### config.mk
export PLATFORM = sky130hd
export DESIGN_NAME = frame_peak_normalizer
export DESIGN_NICKNAME = d
export VERILOG_FILES = /design/src/fpn_pkg.sv /design/src/fpn_ctrl.sv /design/src/fpn_datapath.sv /design/src/frame_peak_normalizer.sv
export SDC_FILE = /design/constraint.sdc
export NUM_CORES = 1
export LEC_CHECK = 0
export BUFFER_PORTS_ARGS = -buffer_cell sky130_fd_sc_hd__buf_2
export CAP_MARGIN = 0
export CORE_MARGIN = 8
export CORE_UTILIZATION = 31
export CTS_CLUSTER_SIZE = 16
export DETAILED_ROUTE_END_ITERATION = 7
export PLACE_DENSITY_LB_ADDON = 0.08
export REMOVE_ABC_BUFFERS = 1
export SLEW_MARGIN = 20
export SYNTH_ARGS = -nofsm -noshare
export SYNTH_HDL_FRONTEND = slang
export SYNTH_HIERARCHICAL = 1
export SYNTH_SLANG_ARGS = --single-unit
### constraint.sdc
create_clock -name clk -period 9.4 [get_ports clk]
set_clock_uncertainty 0.2 [all_clocks]
set_input_delay 1.88 -clock clk [delete_from_list [all_inputs] [get_ports clk]]
set_output_delay 1.88 -clock clk [all_outputs]
set_load 0.01 [all_outputs]
### src/fpn_pkg.sv
`default_nettype none

package fpn_pkg;

  localparam int SAMPLE_W            = 16;
  localparam int MAG_W               = SAMPLE_W + 1;
  localparam int QUO_W               = SAMPLE_W - 1;
  localparam int DIV_STEPS           = QUO_W;
  localparam int FRAME_DEPTH_DEFAULT = 64;

  localparam logic [SAMPLE_W-1:0] Q_MAX_POS = {1'b0, {(SAMPLE_W-1){1'b1}}};
  localparam logic [SAMPLE_W-1:0] Q_MAX_NEG = {1'b1, {(SAMPLE_W-1){1'b0}}};

  typedef struct packed {
    logic signed [SAMPLE_W-1:0] sample_in;
    logic                       frame_end;
  } item_t;

  typedef struct packed {
    logic signed [SAMPLE_W-1:0] scaled_sample;
    logic                       final_out;
  } result_t;

  // Commands from the controller to the datapath.
  typedef struct packed {
    logic accept;
    logic rd_en;
    logic div_load;
    logic div_step;
    logic emit;
  } ctrl_cmd_t;

  // Status from the datapath back to the controller.
  typedef struct packed {
    logic last_sample;
  } ctrl_stat_t;

endpackage

`default_nettype wire

### src/fpn_ctrl.sv
`default_nettype none

module fpn_ctrl (
  input  wire logic               clk,
  input  wire logic               rst,
  input  wire logic               start,
  input  wire logic               frame_end,
  input  wire fpn_pkg::ctrl_stat_t stat,
  output logic                    busy,
  output fpn_pkg::ctrl_cmd_t      cmd
);
  import fpn_pkg::*;

  localparam int STEP_W = $clog2(DIV_STEPS);

  localparam logic [2:0] S_IDLE = 3'd0;
  localparam logic [2:0] S_READ = 3'd1;
  localparam logic [2:0] S_LOAD = 3'd2;
  localparam logic [2:0] S_DIV  = 3'd3;
  localparam logic [2:0] S_EMIT = 3'd4;

  logic [2:0]        state;
  logic [2:0]        state_next;
  logic [STEP_W-1:0] step;
  logic [STEP_W-1:0] step_next;

  assign busy = (state != S_IDLE);

  always_comb begin
    state_next   = state;
    step_next    = step;
    cmd          = '0;
    unique case (state)
      S_IDLE: begin
        if (start) begin
          cmd.accept = 1'b1;
          if (frame_end) begin
            state_next = S_READ;
          end
        end
      end
      S_READ: begin
        cmd.rd_en  = 1'b1;
        state_next = S_LOAD;
      end
      S_LOAD: begin
        cmd.div_load = 1'b1;
        step_next    = '0;
        state_next   = S_DIV;
      end
      S_DIV: begin
        cmd.div_step = 1'b1;
        step_next    = step + STEP_W'(1);
        if (step == STEP_W'(DIV_STEPS - 1)) begin
          state_next = S_EMIT;
        end
      end
      S_EMIT: begin
        cmd.emit   = 1'b1;
        state_next = stat.last_sample ? S_IDLE : S_READ;
      end
      default: begin
        state_next = S_IDLE;
      end
    endcase
  end

  always_ff @(posedge clk) begin
    if (rst) begin
      state <= S_IDLE;
      step  <= '0;
    end else begin
      state <= state_next;
      step  <= step_next;
    end
  end

endmodule

`default_nettype wire

### src/fpn_datapath.sv
`default_nettype none

module fpn_datapath #(
  parameter int FRAME_DEPTH = fpn_pkg::FRAME_DEPTH_DEFAULT
) (
  input  wire logic               clk,
  input  wire logic               rst,
  input  wire fpn_pkg::item_t     item,
  input  wire fpn_pkg::ctrl_cmd_t cmd,
  output fpn_pkg::ctrl_stat_t     stat,
  output fpn_pkg::result_t        result,
  output logic                    result_valid
);
  import fpn_pkg::*;

  localparam int CNT_W = $clog2(FRAME_DEPTH + 1);
  localparam int IDX_W = (FRAME_DEPTH > 1) ? $clog2(FRAME_DEPTH) : 1;
  localparam int REM_W = MAG_W + 1;

  logic [SAMPLE_W-1:0] frame_store [FRAME_DEPTH];
  logic [CNT_W-1:0]    fill_count;
  logic [MAG_W-1:0]    peak;
  logic [IDX_W-1:0]    rd_idx;
  logic [SAMPLE_W-1:0] rd_data;

  logic [REM_W-1:0]    rem;
  logic [QUO_W-1:0]    quo;
  logic                neg;
  logic                full_scale;
  logic                peak_zero;

  logic [MAG_W-1:0]    in_mag;
  logic [MAG_W-1:0]    rd_mag;
  logic [REM_W-1:0]    rem_shift;
  logic                rem_ge;
  logic                has_room;
  logic [SAMPLE_W-1:0] quo_ext;
  logic [SAMPLE_W-1:0] scaled;

  function automatic logic [MAG_W-1:0] magnitude(input logic [SAMPLE_W-1:0] s);
    logic [MAG_W-1:0] ext;
    ext = {s[SAMPLE_W-1], s};
    return s[SAMPLE_W-1] ? (~ext + MAG_W'(1)) : ext;
  endfunction

  assign in_mag    = magnitude(item.sample_in);
  assign rd_mag    = magnitude(rd_data);
  assign has_room  = (fill_count < CNT_W'(FRAME_DEPTH));
  assign rem_shift = {rem[REM_W-2:0], 1'b0};
  assign rem_ge    = (rem_shift >= {1'b0, peak});
  assign quo_ext   = {1'b0, quo};

  assign stat.last_sample = ((CNT_W'(rd_idx) + CNT_W'(1)) == fill_count);

  always_comb begin
    if (peak_zero) begin
      scaled = '0;
    end else if (full_scale) begin
      scaled = neg ? Q_MAX_NEG : Q_MAX_POS;
    end else begin
      scaled = neg ? (~quo_ext + SAMPLE_W'(1)) : quo_ext;
    end
  end

  // Frame buffer: accepted samples written while not full; registered read.
  always_ff @(posedge clk) begin
    if (cmd.accept && has_room) begin
      frame_store[fill_count[IDX_W-1:0]] <= item.sample_in;
    end
    if (cmd.rd_en) begin
      rd_data <= frame_store[rd_idx];
    end
  end

  // Restoring divider: the magnitude is at most the peak (equal saturates),
  // so one trial subtract per quotient bit suffices.
  always_ff @(posedge clk) begin
    if (cmd.div_load) begin
      rem        <= {1'b0, rd_mag};
      quo        <= '0;
      neg        <= rd_data[SAMPLE_W-1];
      full_scale <= (rd_mag == peak);
      peak_zero  <= (peak == '0);
    end else if (cmd.div_step) begin
      rem <= rem_ge ? (rem_shift - {1'b0, peak}) : rem_shift;
      quo <= {quo[QUO_W-2:0], rem_ge};
    end
    if (cmd.emit) begin
      result.scaled_sample <= scaled;
      result.final_out     <= stat.last_sample;
    end
  end

  always_ff @(posedge clk) begin
    if (rst) begin
      fill_count   <= '0;
      peak         <= '0;
      rd_idx       <= '0;
      result_valid <= 1'b0;
    end else begin
      result_valid <= cmd.emit;
      if (cmd.accept) begin
        rd_idx <= '0;
        if (has_room) begin
          fill_count <= fill_count + CNT_W'(1);
          if (in_mag > peak) begin
            peak <= in_mag;
          end
        end
      end
      if (cmd.emit) begin
        rd_idx <= rd_idx + IDX_W'(1);
        if (stat.last_sample) begin
          fill_count <= '0;
          peak       <= '0;
        end
      end
    end
  end

endmodule

`default_nettype wire

### src/frame_peak_normalizer.sv
`default_nettype none

// Frame peak normalizer.
// Samples enter as transactions on start/busy: a transaction is taken at a
// rising edge where start is high and busy is low. Each sample is stored in
// the frame buffer (up to FRAME_DEPTH; extra samples are dropped) and the
// largest magnitude of the frame is tracked. A sample without frame_end leaves
// busy low.
// A sample with frame_end raises busy and starts playback: every stored sample
// is read back in order and divided by the peak, giving (sample << 15) / peak
// truncated toward zero, with +1.0 saturated to 32767 and an all-zero frame
// giving zeros. Each result passes through a buffer read, a divider load,
// fifteen shift-subtract steps of the restoring divider, and an emit.
// Each result is held on result, with result_valid high for one cycle;
// final_out marks the last one. The receiver cannot stall and must take it.
// busy drops as the last result is registered, so a new frame may start in
// the cycle that last result is presented.
// Reset clears the fill count, the peak and the controller; buffer contents
// are not cleared and are only read after being written.
module frame_peak_normalizer #(
  parameter int FRAME_DEPTH = fpn_pkg::FRAME_DEPTH_DEFAULT
) (
  input  wire logic             clk,
  input  wire logic             rst,
  input  wire logic             start,
  output logic                  busy,
  input  wire fpn_pkg::item_t   item,
  output fpn_pkg::result_t      result,
  output logic                  result_valid
);
  import fpn_pkg::*;

  ctrl_cmd_t  cmd;
  ctrl_stat_t stat;

  // The controller sequences read, divide and emit for each stored sample.
  fpn_ctrl u_ctrl (
    .clk       (clk),
    .rst       (rst),
    .start     (start),
    .frame_end (item.frame_end),
    .stat      (stat),
    .busy      (busy),
    .cmd       (cmd)
  );

  // The datapath holds the buffer, the peak tracker and the divider.
  fpn_datapath #(
    .FRAME_DEPTH (FRAME_DEPTH)
  ) u_datapath (
    .clk          (clk),
    .rst          (rst),
    .item         (item),
    .cmd          (cmd),
    .stat         (stat),
    .result       (result),
    .result_valid (result_valid)
  );

endmodule

`default_nettype wire
==> impl_results.rst, run 1 <==
.. list-table::
   :header-rows: 1

   * - Metric
     - Value
   * - Run status
     - finished clean
   * - Post-synth ARST share
     - 0
   * - Overall power after layout
     - 11.15 mW
   * - Fin crit period
     - ~5.6 ns
   * - Post-CTS Repair Setup Buffers
     - 0
   * - Data arrival at the endpoint of the critical path
     - 6.00 ns
   * - Root Buffer
     - sky130_fd_sc_hd__clkbuf_16
   * - Endpoint type of the worst setup path
     - register
   * - Post-DRT Antenna Nets
     - 0
   * - Share of layout cells above drive strength 1
     - 0.2769
   * - Antenna violations before repair
     - 6
   * - Total DRC errors in the routed layout
     - 0
   * - Post-synthesis sequential area ratio
     - 0.7224
   * - Synthesis-to-layout area growth
     - 15.40%
   * - Die boundary height
     - 402.2 um
   * - First DRT Iteration DRCs
     - 2013
   * - Total I/O pin count
     - 39
   * - Global-route usage over all layers
     - 0.1609
   * - Via-per-instance ratio
     - 5.179
   * - Reported max-cap violation count
     - 0
   * - Detailed Routing Iterations Pass 1
     - 5
   * - EDFF count, synth
     - 1077
   * - DP Wirelength
     - 76010 um
   * - Number of instances resized during post-cts repair
     - 0
   * - Maximum VDD drop
     - 0.0001732 V
   * - Critical Path Source Type
     - primary input
   * - Clock edge transition at the registers on the reported setup and hold paths
     - 0.06 ns
   * - Netlist Area Pre-Place
     - 46240 um^2
   * - Routed wire length
     - 131500 um
   * - Total overflow reported by the global router
     - 0
   * - Worst min-delay path class
     - register to register
   * - Required time of the critical path
     - 9.76 ns
   * - Die Footprint
     - 161800 um^2
   * - Number of different library cells in the post-synthesis netlist
     - 74
   * - Hold slack final
     - a little under 0.3 ns
   * - Gpl congestion
     - about 0.8
   * - Leading register cell type out of synthesis
     - sky130_fd_sc_hd__edfxtp_1
   * - Total of hold buffers inserted after clock tree synthesis
     - 0
   * - Skew-Pair Late Insertion Delay
     - 0.75 ns
   * - Leakage
     - around 16 nW
   * - Effective utilization at floorplan
     - 0.3127
   * - Gate count after technology mapping
     - 2374
   * - Number of global-route vias before repair
     - 24730
   * - Max frequency
     - 0.1773 GHz
   * - Unrepaired setup endpoints after global routing
     - false
   * - TritonCTS buffer count
     - 132
   * - Number of rows created at floorplan
     - 141
   * - Warnings, synthesis
     - 6
   * - Final nets
     - 2561
   * - Cell area power density
     - 209.0 nW/um^2
   * - Category of the critical setup timing path
     - primary input to register
   * - Worst rel slew slack
     - 0.2140
   * - Pin count of the biggest net entering global routing
     - 94
   * - Max Buffers Root-to-Sink
     - 3
   * - Average routed wire per standard cell
     - 28.97 um
   * - Total count of hold-check failures in the final report
     - 0
   * - Dpl cell area
     - 49310 um^2
   * - Highest net fanout along the worst path
     - 66
   * - Clock sink count
     - 1130
   * - Layout Utilization
     - 0.3609
   * - Number of storage elements in the synthesis netlist
     - 1130
   * - Global-route wire length before repair
     - 187100 um
   * - Final Max Slew Viols
     - 0
   * - Total setup violations reported at the end of the flow
     - 0
   * - Via count
     - 23510
   * - Overall die width
     - 402.2 um
   * - Core Footprint
     - between 100000 and 150000 um^2
   * - Clock tree from TritonCTS
     - yes
   * - I/O Buffers
     - 38
   * - Final worst path period share
     - 0.6000
   * - Post-Layout Inst Area
     - approximately 53000 um^2
   * - CTS H-tree lvls
     - 4
   * - Worst Max-Slew Pin Slew
     - 1.167 ns
   * - Syn Area/Cell
     - 19.48 um^2
path summary, 6_finish.rpt:
kind / cells past startpoint / from / endpoint / slack [ns]
setup reg to reg: 6 / u_datapath/rd_idx[0] / u_datapath/rd_data[12] / 4.92
setup / recovery: 14 / item[2] / u_datapath/peak[12] / 3.76
hold / removal: 2 / u_ctrl/step[1] / u_ctrl/step[1] / 0.30
hold reg to reg: 2 / u_ctrl/step[1] / u_ctrl/step[1] / 0.30
where the power goes:
group | internal [mW] | switching [mW] | leakage (nW)
clock network | 2.78 | 2.01 | 1.97
logic | 0.249 | 0.465 | 3.99
registers | 5.59 | 0.0530 | 10.1
placed cells by master, fill, tap and decap left out, types with 21 or more instances in the layout:
master | netlist | final
sky130_fd_sc_hd__xor2_1 | 21 | 21
sky130_fd_sc_hd__a22oi_1 | 31 | 31
sky130_fd_sc_hd__edfxtp_1 | 1077 | 1077
sky130_fd_sc_hd__nand2b_1 | 23 | 23
sky130_fd_sc_hd__inv_1 | 37 | 37
sky130_fd_sc_hd__o21ai_0 | 34 | 34
sky130_fd_sc_hd__mux4_2 | 321 | 321
sky130_fd_sc_hd__clkbuf_1 | 90 | 40
sky130_fd_sc_hd__clkbuf_16 | 0 | 135
sky130_fd_sc_hd__clkinv_1 | 1 | 23
sky130_fd_sc_hd__a21oi_1 | 40 | 40
sky130_fd_sc_hd__ha_1 | 41 | 41
sky130_fd_sc_hd__nor2_2 | 0 | 43
sky130_fd_sc_hd__xnor2_1 | 51 | 51
sky130_fd_sc_hd__buf_2 | 12 | 38
sky130_fd_sc_hd__nand2_1 | 59 | 59
sky130_fd_sc_hd__dfxtp_1 | 53 | 49
sky130_fd_sc_hd__nor2_4 | 0 | 22
sky130_fd_sc_hd__nor2_1 | 149 | 84
sky130_fd_sc_hd__buf_4 | 1 | 80
per-layer routing:
layer	GRT usage	vias up	routed length, um
li1	-	10100	-
met1	0.2195	12750	59180
met2	0.2658	513	63720
met3	0.02994	152	6003
met4	0.04160	0	2620
met5	0	-	0
synth_stat cells, types with 12 or more instances:
| cell | number | share of area |
|---|---|---|
| sky130_fd_sc_hd__o21ai_0 | 34 | 0.0037 |
| sky130_fd_sc_hd__a22oi_1 | 31 | 0.0050 |
| sky130_fd_sc_hd__mux2i_1 | 20 | 0.0043 |
| sky130_fd_sc_hd__inv_1 | 37 | 0.0030 |
| sky130_fd_sc_hd__nand2_1 | 59 | 0.0048 |
| sky130_fd_sc_hd__xor2_1 | 21 | 0.0040 |
| sky130_fd_sc_hd__buf_1 | 27 | 0.0022 |
| sky130_fd_sc_hd__a21oi_1 | 40 | 0.0043 |
| sky130_fd_sc_hd__nand4_1 | 18 | 0.0024 |
| sky130_fd_sc_hd__a211oi_1 | 18 | 0.0029 |
| sky130_fd_sc_hd__nor2_1 | 149 | 0.012 |
| sky130_fd_sc_hd__nand3_1 | 19 | 0.0021 |
| sky130_fd_sc_hd__ha_1 | 41 | 0.011 |
| sky130_fd_sc_hd__nor3_1 | 14 | 0.0015 |
| sky130_fd_sc_hd__nor2b_1 | 17 | 0.0023 |
| sky130_fd_sc_hd__clkbuf_1 | 90 | 0.0073 |
| sky130_fd_sc_hd__buf_2 | 12 | 0.0013 |
| sky130_fd_sc_hd__nand2b_1 | 23 | 0.0031 |
| sky130_fd_sc_hd__dfxtp_1 | 53 | 0.023 |
| sky130_fd_sc_hd__xnor2_1 | 51 | 0.0097 |
| sky130_fd_sc_hd__edfxtp_1 | 1077 | 0.70 |
| sky130_fd_sc_hd__mux4_2 | 321 | 0.16 |
| sky130_fd_sc_hd__o211ai_1 | 13 | 0.0021 |
| sky130_fd_sc_hd__nor4_1 | 16 | 0.0022 |
| sky130_fd_sc_hd__o2111ai_1 | 12 | 0.0023 |
| sky130_fd_sc_hd__or2_2 | 14 | 0.0019 |
| sky130_fd_sc_hd__or3_1 | 13 | 0.0018 |
critical path, stage by stage:
cell and delay (ns):
sky130_fd_sc_hd__buf_2 0.10, sky130_fd_sc_hd__buf_4 0.32, sky130_fd_sc_hd__inv_1 0.17, sky130_fd_sc_hd__ha_1 0.21, sky130_fd_sc_hd__or4b_2 0.68, sky130_fd_sc_hd__o31ai_1 0.27, sky130_fd_sc_hd__xnor2_1 0.20, sky130_fd_sc_hd__ha_1 0.29
sky130_fd_sc_hd__a211oi_1 0.24, sky130_fd_sc_hd__o21bai_1 0.09, sky130_fd_sc_hd__a2111oi_0 0.50, sky130_fd_sc_hd__o21a_1 0.46, sky130_fd_sc_hd__a21bo_2 0.37, sky130_fd_sc_hd__a221oi_1 0.14
through the flow:
| stage | TNS, ns | worst slack (ns) | cells |
|---|---|---|---|
| floorplan | -158.93 | -3.783 | 2242 |
| global route | 0 | 3.529 | 4534 |
| global placement | 0 | 3.072 | 4295 |
| finish | 0 | 3.760 | 4540 |
| detailed placement | 0 | 3.047 | 4295 |
| CTS | 0 | 3.873 | 4534 |
flip-flops by register name, summed over array words and instances (netlist names), 3 cells and up:
register,count
u_datapath/fill_count,7
u_datapath/result,17
u_datapath/frame_store,1024
u_datapath/quo,15
u_datapath/rd_data,16
u_datapath/rem,17
u_datapath/peak,17
u_ctrl/state,3
u_datapath/rd_idx,6
u_ctrl/step,4
final cells by class:
cell class                 instances  area [um^2]
fill                           13640        94480
sequential                      1130        33420
timing repair buffer             123        890.9
clock buffer                     178         3570
antenna                            6        15.01
inverter                          39        146.4
tap                             1930         2415
clock inverter                    61        461.7
multi-input combinational       1073        12440
logic make-up (layout without fill, tap and decap cells):
family,count (synthesis),in the layout,share of synthesized area
AO/OA/AOI/OAI,228,228,0.03464
XOR/XNOR,73,73,0.01413
adder cells (fa/ha/maj),42,42,0.01153
buffers and inverters,171,401,0.01461
flip-flops,1130,1130,0.7224
multiplexers,341,341,0.1607
other,1,7,0.00008111
AND/OR/NAND/NOR,388,388,0.04189
No activity file was read; power rests on OpenSTA's default activity.
==> run 2, diff against run 1 <==
Clock period 9.4 ns to 4.85 ns, I/O delays scaled along.
==> impl_results.rst, run 2 (synthesized netlist as in run 1, its figures left out) <==
.. list-table::
   :header-rows: 1

   * - Metric
     - Value
   * - Run status
     - finished clean
   * - Global-route usage over all layers
     - 0.1647
   * - CTS H-tree lvls
     - 3
   * - Worst Max-Slew Pin Slew
     - 0.9838 ns
   * - Routed wire length
     - approximately 140000 um
   * - I/O Buffers
     - 38
   * - Metal-1 WL
     - 61240 um
   * - Total of hold buffers inserted after clock tree synthesis
     - 0
   * - Detailed Routing Iterations Pass 1
     - 5
   * - Data arrival at the endpoint of the critical path
     - about 4.6 ns
   * - Met3 wire len
     - just under 6000 um
   * - Die boundary height
     - 402.2 um
   * - Reported max-cap violation count
     - 0
   * - Layout Cells excl Fill
     - 4573
   * - Critical Path Source Type
     - primary input
   * - Cell count after placement
     - around 4400
   * - Filler instances
     - 13740
   * - Synthesis-to-layout area growth
     - 15.76%
   * - Post-Layout Inst Area
     - 53520 um^2
   * - Final Max Slew Viols
     - 0
   * - Max frequency
     - 0.2363 GHz
   * - Storage cell area
     - 33420 um^2
   * - Worst min-delay path class
     - register to register
   * - Top library cells by usage in the layout, fill and taps aside
     - sky130_fd_sc_hd__edfxtp_1 (1077), sky130_fd_sc_hd__mux4_2 (321), sky130_fd_sc_hd__buf_4 (127)
   * - Maximum VDD drop
     - 0.0002938 V
   * - Clock edge transition at the registers on the reported setup and hold paths
     - 0.06 ns
   * - Multi-input gate area in the final layout
     - 12340 um^2
   * - Crit-path leading delay family
     - compound AO/OA/AOI/OAI gates
   * - Total I/O pin count
     - 39
   * - TritonCTS buffer count
     - 121
   * - Root Buffer
     - sky130_fd_sc_hd__clkbuf_16
   * - Total count of hold-check failures in the final report
     - 0
   * - Max Buffers Root-to-Sink
     - 3
   * - Die Footprint
     - 161800 um^2
   * - Cell area power density
     - 395.2 nW/um^2
   * - Overall power after layout
     - 21.15 mW
   * - Hold slack final
     - roughly 0.30 ns
   * - Unrepaired setup endpoints after global routing
     - false
   * - Total overflow reported by the global router
     - 0
   * - Slowest Stage Delay on Critical Path
     - around 0.64 ns
   * - Skew-Pair Late Insertion Delay
     - 0.72 ns
   * - Combinational fraction of design power
     - 0.067
   * - Sw power
     - ~4.8 mW
   * - Core Footprint
     - 147800 um^2
   * - Wire length on met2
     - about 65000 um
   * - Share of layout cells above drive strength 1
     - 0.2902
   * - Worst rel slew slack
     - 0.3441
   * - Post-Route Setup TNS
     - 0 ns
   * - Average routed wire per standard cell
     - 29.53 um
   * - Buffers plus inverters on the worst setup path
     - 3
   * - Via-per-instance ratio
     - 5.189
   * - Clock tree from TritonCTS
     - yes
   * - Pin count of the biggest net entering global routing
     - 69
   * - DP Wirelength
     - 81090 um
   * - Number of global-route vias before repair
     - 24660
   * - Largest register FFs
     - 1024
   * - Post-CTS Repair Setup Buffers
     - 0
   * - Category of the critical setup timing path
     - primary input to register
   * - Via count
     - 23730
   * - Total DRC errors in the routed layout
     - 0
   * - Ordered cell list for the critical path
     - buf_2 > inv_1 > ha_1 > or4b_2 > o31ai_1 > xnor2_1 > ha_1 > a211oi_1 > o21bai_1 > a2111oi_0 > buf_4 > o21a_1 > nand2_1 > a221oi_1
   * - Dpl cell area
     - 49800 um^2
   * - Most common cell after layout, fill and taps aside
     - sky130_fd_sc_hd__edfxtp_1
   * - Part of the total power dissipated in sequential elements
     - 0.517
   * - Fraction of power consumed by the clock network
     - 0.416
   * - ANT cells
     - 0
   * - Final worst path period share
     - 0.8727
   * - Clock sink count
     - between 1000 and 1500
   * - Effective utilization at floorplan
     - 0.3127
   * - Endpoint type of the worst setup path
     - register
   * - Most Frequent Cell on Critical Path
     - sky130_fd_sc_hd__ha_1
   * - First DRT Iteration DRCs
     - 1900
   * - Number of instances resized during post-cts repair
     - 0
   * - Final nets
     - ~2600
   * - Required time of the critical path
     - 5.25 ns
   * - Slowest cell on the critical path
     - sky130_fd_sc_hd__or4b_2
   * - Cell Int Power
     - 16.34 mW
   * - Post-DRT Antenna Nets
     - 0
   * - Leakage
     - 16.27 nW
   * - Highest metal layer used by the detailed router
     - met5
   * - Total setup violations reported at the end of the flow
     - 0
   * - Gpl congestion
     - 0.8342
   * - Number of rows created at floorplan
     - approximately 140
   * - Highest net fanout along the worst path
     - 6
   * - Global-route wire length before repair
     - 191700 um
   * - Switching Share
     - 0.2276
   * - Fin crit period
     - 4.232 ns
   * - Antenna violations before repair
     - 11
   * - Overall die width
     - 402.2 um
==> run 2: changes by cell type in the layout (fill, tap and decap cells not counted), moves of 10 or more <==
cell,change
sky130_fd_sc_hd__buf_4,+47
sky130_fd_sc_hd__clkbuf_16,-10
sky130_fd_sc_hd__nor2_2,+22
sky130_fd_sc_hd__nor2_4,-22
sky130_fd_sc_hd__clkbuf_1,-10
sky130_fd_sc_hd__buf_12,+12
==> run 2: final cells by class <==
class | count | area share
tap | 1930 | 0.04512
clock buffer | 156 | 0.06064
inverter | 39 | 0.002735
multi-input combinational | 1073 | 0.2305
sequential | 1130 | 0.6244
timing repair buffer | 182 | 0.02773
clock inverter | 63 | 0.008907
==> run 2: stage by stage <==
step                worst slack (ns)    util
floorplan                     -8.333       -
global placement             -0.1189  0.3368
detailed placement          -0.06239  0.3368
CTS                           0.6751  0.3620
global route                  0.4399  0.3620
finish                        0.6176  0.3620
==> run 2: worst register-to-register path: stages (launching register included) <==
cell and delay (ns):
sky130_fd_sc_hd__dfxtp_1 0.47, sky130_fd_sc_hd__inv_1 0.25, sky130_fd_sc_hd__ha_1 0.49, sky130_fd_sc_hd__nand4_1 0.25, sky130_fd_sc_hd__nor4_1 0.48, sky130_fd_sc_hd__or4_1 0.48, sky130_fd_sc_hd__inv_1 0.12, sky130_fd_sc_hd__a21oi_1 0.51
sky130_fd_sc_hd__o311ai_0 0.23
==> run 2: path summary, 6_finish.rpt <==
kind	startpoint	to	slack [ns]	cells after the start
min reg2reg	u_ctrl/step[2]	u_ctrl/step[2]	0.30	2
max reg2reg	u_datapath/peak[5]	u_datapath/rem[9]	1.09	8
min	u_ctrl/step[2]	u_ctrl/step[2]	0.30	2
max	item[1]	u_datapath/peak[11]	0.62	14
==> run 2: power groups by stage <==
stage               Combinational (mW)  Sequential (mW)  Clock, mW
floorplan                        0.834             11.1          0
global placement                  1.40             11.1          0
detailed placement                1.41             11.1          0
CTS                               1.42             10.9       9.07
global route                      1.55             10.9       9.41
finish                            1.41             10.9       8.80
==> run 2: metal layers <==
metal,vias to the layer above,track usage
met5,-,0
met4,4,0.03774
met3,158,0.02494
met2,528,0.2735
met1,12880,0.2292
li1,10160,-
==> run 3, diff against run 2 <==
Settings changed: CORE_UTILIZATION 31 to 50, CTS_CLUSTER_SIZE 16 to unset.
==> impl_results.rst, run 3 (synthesized netlist as in run 1, its figures left out) <==
.. list-table::
   :header-rows: 1

   * - Metric
     - Value
   * - Run status
     - finished clean
   * - Final Max Slew Viols
     - 0
   * - Global-route wire length before repair
     - 169400 um
   * - Synthesis-to-layout area growth
     - 12.94%
   * - Core Footprint
     - 91660 um^2
   * - Overall die width
     - around 320 um
   * - Sw power
     - 4.626 mW
   * - Most Frequent Cell on Critical Path
     - sky130_fd_sc_hd__ha_1
   * - Highest net fanout along the worst path
     - 7
   * - Cell area power density
     - 398.6 nW/um^2
   * - Unrepaired setup endpoints after global routing
     - false
   * - Share of layout cells above drive strength 1
     - 0.2787
   * - Number of rows created at floorplan
     - 111
   * - Crit-path leading delay family
     - compound AO/OA/AOI/OAI gates
   * - Fin crit period
     - 4.155 ns
   * - Most common cell after layout, fill and taps aside
     - sky130_fd_sc_hd__edfxtp_1
   * - Data arrival at the endpoint of the critical path
     - between 4 and 5 ns
   * - Root Buffer
     - sky130_fd_sc_hd__clkbuf_16
   * - Cell depth of the worst setup path
     - 13
   * - Total I/O pin count
     - 39
   * - Setup slack after placement
     - between 0.006 and 0.007 ns
   * - Part of the total power dissipated in sequential elements
     - 0.525
   * - Gpl congestion
     - 0.8520
   * - Total DRC errors in the routed layout
     - 0
   * - Total setup violations reported at the end of the flow
     - 0
   * - First DRT Iteration DRCs
     - 2629
   * - Slowest cell on the critical path
     - sky130_fd_sc_hd__or4b_2
   * - TritonCTS buffer count
     - 115
   * - Top library cells by usage in the layout, fill and taps aside
     - sky130_fd_sc_hd__edfxtp_1 (1077), sky130_fd_sc_hd__mux4_2 (321), sky130_fd_sc_hd__buf_4 (121)
   * - Required time of the critical path
     - 5.23 ns
   * - Clock sink count
     - roughly 1100
   * - Effective utilization at floorplan
     - 0.5044
   * - Average routed wire per standard cell
     - a little over 30 um
   * - Final worst path period share
     - 0.8568
   * - Hold Path Depth
     - 2
   * - Post-CTS Repair Setup Buffers
     - 0
   * - Skew-Pair Late Insertion Delay
     - 0.69 ns
   * - Die boundary height
     - 320.1 um
   * - Global-route usage over all layers
     - 0.2262
   * - DP Wirelength
     - between 60000 and 70000 um
   * - Max Buffers Root-to-Sink
     - 3
   * - Ordered cell list for the critical path
     - buf_2 > inv_1 > ha_1 > or4b_2 > o31ai_1 > xnor2_1 > ha_1 > a211oi_1 > o21bai_1 > a2111oi_0 > o21a_1 > nand2_1 > a221oi_1
   * - Category of the critical setup timing path
     - primary input to register
   * - Switching Share
     - 0.2223
   * - Worst Max-Slew Pin Slew
     - 0.9589 ns
   * - Die Footprint
     - roughly 100000 um^2
   * - Number of global-route vias before repair
     - between 20000 and 25000
   * - Buffers plus inverters on the worst setup path
     - 2
   * - Final nets
     - 2588
   * - Endpoint type of the worst setup path
     - register
   * - Clock tree from TritonCTS
     - yes
   * - Largest register FFs
     - 1024
   * - Layout Utilization
     - 0.5697
   * - Maximum VDD drop
     - roughly 0.00033 V
   * - Start point of the critical path
     - item[1]
   * - Routed wire length
     - 116400 um
   * - Slowest Stage Delay on Critical Path
     - 0.62 ns
   * - Antenna violations before repair
     - 10
   * - Critical Path Source Type
     - primary input
   * - Pin count of the biggest net entering global routing
     - 84
   * - CTS H-tree lvls
     - 3
   * - Total of hold buffers inserted after clock tree synthesis
     - 0
   * - Leakage
     - 16.09 nW
   * - Max frequency
     - between 0.2 and 0.25 GHz
   * - Via count
     - 23840
   * - Reported max-cap violation count
     - 0
   * - R2r startpoint
     - u_datapath/peak[12]
   * - Cell Int Power
     - between 15 and 20 mW
   * - Total overflow reported by the global router
     - 0
   * - Combinational fraction of design power
     - 0.066
   * - Via-per-instance ratio
     - 6.258
   * - Hold path startpoint
     - u_datapath/fill_count[6]
   * - Post-DRT Antenna Nets
     - 0
   * - Detailed Routing Iterations Pass 1
     - 5
   * - Total count of hold-check failures in the final report
     - 0
   * - Worst rel slew slack
     - 0.3607
   * - Final WS setup
     - 0.6946 ns
   * - Worst min-delay path class
     - register to register
   * - Fraction of power consumed by the clock network
     - 0.409
   * - Number of instances resized during post-cts repair
     - 0
   * - I/O Buffers
     - 38
   * - R2R cell count
     - 7
   * - Clock edge transition at the registers on the reported setup and hold paths
     - approximately 0.06 ns
[run 3: layer usage]
metal,part of all wire,up-vias,track usage
li1,-,10130,-
met1,0.43,12780,0.3213
met2,0.48,767,0.3647
met3,0.065,160,0.04364
met4,0.020,2,0.05381
met5,0.00015,-,0
[run 3: layout make-up]
type	instances	area [um^2]
clock buffers	146	3067
inverters	39	146.4
clock inverters	64	534.3
fillers	6917	39440
repair buffers	167	1259
diodes	4	10.01
flip-flops and latches	1130	33420
well taps	1186	1484
multi-input cells	1073	12300
[run 3: power by group through the flow]
stage          logic [mW]  clock network (mW)  registers, mW
2_1_floorplan       0.834                   0           11.1
3_3_place_gp         1.32                   0           11.1
3_5_place_dp         1.36                   0           11.1
4_1_cts              1.37                8.68           10.9
5_1_grt              1.50                9.04           10.9
6_report             1.37                8.51           10.9
[run 3: worst paths after layout]
| kind | end | slack, ns |
|---|---|---|
| max | u_datapath/peak[11] | 0.69 |
| min | u_datapath/fill_count[6] | 0.30 |
| min reg2reg | u_datapath/fill_count[6] | 0.30 |
| max reg2reg | u_datapath/rem[7] | 1.07 |
[run 3: through the flow]
step	std cells	area [um^2]	setup TNS (ns)	hold WS [ns]	power (mW)
after floorplan	2242	45710	-377.33	0.2585	11.93
after global placement	3595	48600	0	0.2758	12.45
after detailed placement	3595	48600	0	0.2883	12.49
after CTS	3805	52200	0	0.2951	20.97
after global routing	3806	52210	0	0.3208	21.47
final	3809	52220	0	0.2970	20.81
[run 3: worst reg2reg max path: stages, from the launching register on]
cell and delay [ns]:
sky130_fd_sc_hd__dfxtp_1 0.51, sky130_fd_sc_hd__inv_1 0.23, sky130_fd_sc_hd__ha_1 0.31, sky130_fd_sc_hd__a21oi_1 0.25
sky130_fd_sc_hd__o21ai_0 0.20, sky130_fd_sc_hd__or4_1 0.75, sky130_fd_sc_hd__o21ai_0 0.79, sky130_fd_sc_hd__o311ai_0 0.24
